--- config.mk ---
export PLATFORM = sky130hd
export DESIGN_NAME = lctp_cfg
export DESIGN_NICKNAME = d
export VERILOG_FILES = /design/src/design/lctp_pkg.sv /design/src/design/lctp_cfg.sv
export SDC_FILE = /design/constraint.sdc
export NUM_CORES = 1
export LEC_CHECK = 0
export ABC_AREA = 0
export ABC_CLOCK_PERIOD_IN_PS = 1600
export BUFFER_PORTS_ARGS = -buffer_cell sky130_fd_sc_hd__buf_2
export CAP_MARGIN = 20
export CORE_ASPECT_RATIO = 0.7
export CORE_MARGIN = 1
export CORE_UTILIZATION = 37
export DETAILED_ROUTE_END_ITERATION = 10
export MAX_ROUTING_LAYER = met4
export PLACE_DENSITY_LB_ADDON = 0.08
export SYNTH_ARGS = -nofsm -noshare
export SYNTH_HDL_FRONTEND = slang
export SYNTH_SLANG_ARGS = --single-unit
--- constraint.sdc ---
create_clock -name clk -period 1.6 [get_ports clk]
set_input_delay 0.16 -clock clk [delete_from_list [all_inputs] [get_ports clk]]
set_output_delay 0.16 -clock clk [all_outputs]
set_load 0.05 [all_outputs]
--- src/design/lctp_pkg.sv ---
`timescale 1ns / 1ps
// Shared types and constants for the Lehmer code to permutation decoder.
// Used by lctp_cfg, lctp_walk and the top module; depends on nothing else.
package lctp_pkg;

	localparam int MAX_LEN = 1024;
	localparam int LVL_N   = $clog2(MAX_LEN);
	localparam int LVL_W   = $clog2(LVL_N + 1);
	localparam int LEN_W   = LVL_N + 1;
	localparam int DIGIT_W = 10;
	localparam int CNT_W   = LVL_N;
	localparam int NODE_W  = LVL_N + 1;
	localparam int ADDR_W  = LVL_N;
	localparam int J_W     = LVL_N - 1;
	localparam int PADDR_W = 3;
	localparam int PDATA_W = 32;

	localparam logic [PADDR_W-1:0] REG_SEQ_LENGTH = 3'd0;

	typedef struct packed {
		logic [LEN_W-1:0] len;
		logic             restart;
	} cfg_t;

	typedef struct packed {
		logic [LEN_W-1:0] value;
		logic             last;
		logic             bad;
	} res_t;

endpackage

--- src/design/lctp_cfg.sv ---
`timescale 1ns / 1ps
// APB register file holding seq_length, with the clamped effective length.
// Depends on lctp_pkg.
module lctp_cfg (
	input  logic                            clk,
	input  logic                            arst_n,
	input  logic                            psel,
	input  logic                            penable,
	input  logic                            pwrite,
	input  logic [lctp_pkg::PADDR_W-1:0]    paddr,
	input  logic [lctp_pkg::PDATA_W-1:0]    pwdata,
	output logic [lctp_pkg::PDATA_W-1:0]    prdata,
	output logic                            pready,
	output lctp_pkg::cfg_t                  cfg
);

	logic [lctp_pkg::LEN_W-1:0] seq_length_q;
	logic                       hit;
	logic                       wr;

	assign pready = 1'b1;
	assign hit    = ({paddr[lctp_pkg::PADDR_W-1:2], 2'b00} == lctp_pkg::REG_SEQ_LENGTH);
	assign wr     = psel && penable && pwrite && pready;

	always_ff @(posedge clk or negedge arst_n) begin
		if (!arst_n) begin
			seq_length_q <= lctp_pkg::LEN_W'(1);
		end else if (wr && hit) begin
			seq_length_q <= pwdata[lctp_pkg::LEN_W-1:0];
		end
	end

	always_comb begin
		prdata = '0;
		if (hit) begin
			prdata = lctp_pkg::PDATA_W'(seq_length_q);
		end
	end

	always_comb begin
		cfg.restart = wr && hit;
		if (seq_length_q == '0) begin
			cfg.len = lctp_pkg::LEN_W'(1);
		end else if (seq_length_q > lctp_pkg::LEN_W'(lctp_pkg::MAX_LEN)) begin
			cfg.len = lctp_pkg::LEN_W'(lctp_pkg::MAX_LEN);
		end else begin
			cfg.len = seq_length_q;
		end
	end

endmodule

# Yosys cells after proc, flatten, opt, wreduce, memory -nomap -nowiden
# Index checks and enable logic that the tools add are counted.
# Widths: inputs -> output; s select.
# op_classes
reduce_logical	4
n_mux	3
bitwise_logic	1
magnitude_cmp	1
# op_table
cell	count
$mux 11	3
$gt 11x11->1 const B	1
$logic_not 11->1	1
$logic_and 1x1->1	3
$not 1->1	1
# totals
ff_bits	11
elab_cells	10

# Depth between registers and ports, before layout
# Gate-level depths: netlist of run 1.
# logic_depth
ltp_word	3
depth_mapped	3
mapped_depth_nobuf	2

# Least setup slack after synthesis of run 1
# Ideal clock, no wire load.
# synth_path
kind	reg2out
startpoint	reg seq_length_q[10] (netlist name)
endpoint	out cfg[10] (netlist name)
stages_incl_launch_ff	3
setup_slack_ns	0.148
arrival_time_ns	1.292
t_required_ns	1.440
path_buffers	1
path_cell_list	dfrtp_1 > clkbuf_1 > nor2b_1
# synth_lines
item	line	source
start, declared	lctp_cfg.sv:17	logic [lctp_pkg::LEN_W-1:0] seq_length_q;
start signal, assigned	lctp_cfg.sv:27	seq_length_q <= lctp_pkg::LEN_W'(1);
start signal, assigned	lctp_cfg.sv:29	seq_length_q <= pwdata[lctp_pkg::LEN_W-1:0];
end, declared	lctp_cfg.sv:14	output lctp_pkg::cfg_t cfg

==> impl_metrics.ini, run 1 <==
[floorplan]
fp.dieH_um = 41.2
chipWidth_um = 58.0
core-area_um2 = 1950
rows = 13
die_area_um2 = 2390
initial_core_util = 0.415
ioPinCount = 85

[sta]
fin_tns_setup_ps = 0
fin_crit_ps = 1540
rsz0062_at_grt = false
setup_viol = 0
drv_slew = 0
finClkSkew_ps = 0
max_freq_ghz = 0.651
period_share = 0.960
whs_ps = 118
finalHoldViolCount = 0

[synthesis]
synth-simple-area-share = 0.202
synth_edf_count = 0
netlist.area_leader.share = 0.309
synthTopCellsByCount = 22 x buf_4, 18 x nor2b_1, 10 x dfrtp_1
synth_compound_area_frac = 0.0123
synth_area_um2 = 811
synthAdderAreaFrac = 0
synth-main-ff-cell = dfrtp_1
ys_types = 15
ys_seq_elements = 11
synth_area_per_cell_um2 = 10.5
yosysMostFrequentCell = buf_4
yosys-top-cells-area = dfrtp_1 31%, buf_4 20%, mux2_4 17%
yosysSeqAreaShare = 0.341
ys_warn_count = 0
synth_cells = 77
yosys.area.top_type = dfrtp_1
synth_top_family_by_area = buffers and inverters
synth-xor-area-share = 0
synth_mux_area_frac = 0.194
async_flop_share = 1.00

[setup_path]
cp.arrival_ps = 1380
path_max_fanout = 4
end_kind = output port
path_class = register to output port
cp_data_required_time_ps = 1440
cp-start-kind = register

[detailed_routing]
drt_pass1_iterations = 6
via_per_inst = 4.20
wl_per_cell_um = 11.0
wl_um = 1520
vias = 580
drcViolationCount = 6
detail-route-antenna-nets = 0
drt_iter0_drc = 11

[grt]
grt_max_degree = 13
antenna_found_initial = 0
grt_pass1_vias = 470
grt.total_usage = 0.149
grt_overflow_total = 0
grt_first_pass_wirelength_um = 2300

[pwr]
leakage_nw = 0.585
power_density_nw_per_um2 = 1430
vdd_drop_max_mv = 0.561
total_power_mw = 1.42

[clock_network]
post-cts-setup-buffers = 0
ctsRootBufferMaster = clkbuf_4
numCtsBuffers = 3
cts.sinks = 11
clkLatencyLatePin_ps = 270
cts.clk_slew.worst_paths_ps = 70
htreeDepth = 1
cts_max_path_buffers = 2
cts_tree = done

[run_status]
violations = DRC
run_status = complete, but fails checks

[placed_design]
hpwl_um = 1200
io_buffer_count = 39
placed_cell_area_um2 = 928
place.gp.congestion = 0.728

[cells_and_area]
largest_reg_flops = 11
nets = 157
top_register = seq_length_q
antenna_cells = 0
top_regs = seq_length_q: 11 flops
syn2layout_area_growth_pct = 22.7
final_area_um2 = 995
drive_above_1_share = 0.517

[run]
maxCapViolCount = 0

[min_path]
hold_class = primary input to register
-- final timing paths --
path                                   from               end  slack, ps  cells past startpoint
min reg2reg                 seq_length_q[1]   seq_length_q[1]        570                      1
min                               pwdata[6]   seq_length_q[6]        120                      2
max in group asynchronous            arst_n   seq_length_q[0]       1030                      2
max reg2reg                seq_length_q[10]  seq_length_q[10]        720                      1
min in group asynchronous            arst_n   seq_length_q[7]        310                      2
max                         seq_length_q[5]            cfg[1]         60                      3
-- cell usage in the layout (no fill, tap or decap), types with 2 or more instances in the layout --
cell type | Yosys | layout
inv_1 | 2 | 2
nor2_1 | 2 | 2
conb_1 | 2 | 22
buf_2 | 0 | 38
dfrtp_1 | 10 | 9
mux2_2 | 2 | 2
mux2_4 | 9 | 9
clkbuf_4 | 0 | 3
nor2b_1 | 18 | 18
-- area by class of cell --
cell class / instances / area [um2]
Clock buffer: 4 / 26.3
Sequential cell: 11 / 278
Inverter: 2 / 7.51
Tap cell: 22 / 27.5
Timing Repair Buffer: 41 / 219
Multi-Input combinational cell: 58 / 437
Fill cell: 187 / 957
-- stage by stage --
step / worst slack (ps) / instances / util
5_1_grt: 4.41 / 138 / 0.510
6_report: 63.9 / 138 / 0.510
3_5_place_dp: 191 / 133 / 0.476
4_1_cts: 2.83 / 138 / 0.499
2_1_floorplan: 148 / 97 / -
3_3_place_gp: 221 / 133 / 0.476
-- where the power goes --
part | switching (mW) | internal [mW]
combinational | 0.578 | 0.234
sequential | 0.0801 | 0.345
clock | 0.0887 | 0.0965
total | 0.747 | 0.676
-- timing repair --
action,CTS,global route
endpoints found under the setup margin,1,1
gates resized for setup,2,5
pin swaps,0,2
endpoints found under the hold margin,11,0
hold buffers,1,0
-- cells by family (layout without fill, tap and decap cells) --
family / count (synthesis) / in the layout
other: 2 / 22
multiplexers: 11 / 11
buffers and inverters: 28 / 47
AND/OR/NAND/NOR: 24 / 24
flip-flops: 11 / 11
AO/OA/AOI/OAI: 1 / 1
-- worst max-delay path: stages, from the launching register on --
cell,delay [ps]
dfrtp_2,430
nor4_4,310
a32o_2,220
buf_6,150
-- per-layer routing --
| layer | vias to the layer above | GRT usage | routed length, um |
|---|---|---|---|
| li1 | 279 | - | - |
| met1 | 256 | 0.167 | 644 |
| met2 | 40 | 0.239 | 672 |
| met3 | 5 | 0.0694 | 187 |
| met4 | 0 | 0.0536 | 18 |
| met5 | - | - | 0 |
(Power assumes the default switching activity.)
==> run 2: changes to the inputs <==
Settings changed: CTS_CLUSTER_DIAMETER set to 50, PLACE_DENSITY set to 0.84, PLACE_DENSITY_LB_ADDON 0.08 to unset.
==> run 2 against run 1 <==
Effect of this change:
- the flow still finishes with violations (DRC)
- maximum frequency rose by 1.3%
- clock power about the same
- critical path depth unchanged
- via count rose by 3.4%
- sequential share of layout area is 0.13 points lower
- final cell count rose by 0.72%
- clock skew is the same
- global-route usage fell by 1.1 points
- non-clock buffer count is 1 higher
- largest cell class unchanged
- largest power group unchanged
==> impl_metrics.ini, run 2 (same netlist as run 1, synthesis figures left out) <==
[sta]
fin_tns_setup_ps = 0
setup_viol = 0
period_share = 0.948
fin_crit_ps = 1520
rsz0062_at_grt = false
finClkSkew_ps = 0
drv_slew = 0
finalHoldViolCount = 0
max_freq_ghz = 0.659
whs_ps = 119

[placed_design]
place.gp.congestion = 0.674
io_buffer_count = 39
hpwl_um = 1190

[cells_and_area]
top_register = seq_length_q
nets = 158
n_fill_cell = 179
top_regs = seq_length_q: 11 flops
largest_reg_flops = 11
syn2layout_area_growth_pct = 22.7
final_cell_mix = 38 x buf_2, 22 x conb_1, 18 x nor2b_1
antenna_cells = 0
drive_above_1_share = 0.504
layout_commonest_cell = buf_2

[setup_path]
rr_worst_depth = 2
path_class = register to output port
path_delay_family = flip-flops
end_kind = output port
cpPeakStageDelay_ps = 430
r2r_slack_ps = 680
cp_data_required_time_ps = 1440
cp.depth = 3
cp-start-kind = register
reg2reg_to = seq_length_q[2]
path_max_fanout = 4
crit_slowest_cell = dfrtp_1
path_cells = nor4_4 -> a32o_2 -> buf_6
cp-startpoint = seq_length_q[4]
cp-endpoint = cfg[1]
r2r-start = seq_length_q[2]
crit_buf_inv = 1
cp.arrival_ps = 1360

[run]
maxCapViolCount = 0

[pwr]
power_density_nw_per_um2 = 1440
p_clk_frac = 0.130
power.switching_mw = 0.751
total_power_mw = 1.43
vdd_drop_max_mv = 0.986
combPwrFrac = 0.575
seqPwrFrac = 0.295
internal-power_mw = 0.679
switching_share = 0.525
leakage_nw = 0.590

[clock_network]
cts.clk_slew.worst_paths_ps = 70
cts_tree = done
cts_max_path_buffers = 2
cts.sinks = 11
clkLatencyLatePin_ps = 270
htreeDepth = 1
ctsRootBufferMaster = clkbuf_4
numCtsBuffers = 3

[detailed_routing]
wl_per_cell_um = 10.8
detail-route-antenna-nets = 0
drt_iter0_drc = 12
via_per_inst = 4.32
drt_pass1_iterations = 6
wl_um = 1500
vias = 600
drcViolationCount = 4

[floorplan]
initial_core_util = 0.415
ioPinCount = 85
rows = 13
die_area_um2 = 2390
core-area_um2 = 1950
chipWidth_um = 58.0
fp.dieH_um = 41.2

[min_path]
hold_class = primary input to register
min-delay-start = pwdata[7]

[grt]
grt_pass1_vias = 483
antenna_found_initial = 0
grt_overflow_total = 0
grt_max_degree = 13
grt_first_pass_wirelength_um = 2160
grt.total_usage = 0.137

[run_status]
run_status = complete, but fails checks
violations = DRC
-- run 2: changes by cell type in the layout (fill, tap and decap cells not counted) --
cell	previous run	this run
buf_4	1	2
dfrtp_1	9	10
dfrtp_2	1	0
nor4_1	0	1
nor4_2	1	0
-- run 2: worst min-delay path by stage --
stage | slack (ps) | cells after the start | endpoint
6_report | 120 | 2 | seq_length_q[7]
5_1_grt | 100 | 2 | seq_length_q[7]
4_1_cts | 110 | 2 | seq_length_q[7]
3_5_place_dp | 40 | 1 | seq_length_q[8]
3_3_place_gp | 30 | 1 | seq_length_q[1]
2_1_floorplan | -140 | 0 | seq_length_q[10]
-- run 2: layout make-up --
cell class / instances / area (um2) / area share
Clock buffer: 4 / 26.3 / 0.0264
Multi-Input combinational cell: 58 / 430 / 0.433
Timing Repair Buffer: 42 / 226 / 0.228
Tap cell: 22 / 27.5 / 0.0277
Inverter: 2 / 7.51 / 0.00755
Sequential cell: 11 / 277 / 0.278
-- run 2: through the flow --
step            util  worst slack [ps]  cell area [um2]  instances
5_1_grt        0.510              6.80              995        139
4_1_cts        0.505              12.4              986        138
2_1_floorplan      -               148              886         97
3_5_place_dp   0.476               123              928        133
3_3_place_gp   0.476               214              928        133
6_report       0.510              83.0              995        139
-- run 2: repair_timing --
action                                 CTS  global route
endpoints found under the hold margin   11             0
setup endpoints to repair                1             1
hold buffers                             1             0
buffers inserted                         0             1
pin swaps                                0             2
resized for setup                        4             1
-- run 2: worst reg2reg max path: stages (launching register included) --
cell and delay (ps):
dfrtp_1 410, buf_4 150, mux2_4 240
-- run 2: power groups by stage --
stage	Sequential [mW]	Combinational (mW)	Clock [mW]
finish	0.422	0.822	0.186
floorplan	0.387	0.712	0
global route	0.434	0.857	0.209
detailed placement	0.417	0.799	0
global placement	0.410	0.790	0
CTS	0.424	0.816	0.190
-- run 2: routing by layer --
layer  GRT usage  share of wire  vias to the layer above
met3      0.0568          0.093                        2
met5           -              0                        -
met2       0.239           0.47                       39
met4      0.0357         0.0040                        0
met1       0.151           0.43                      278
li1            -              -                      281
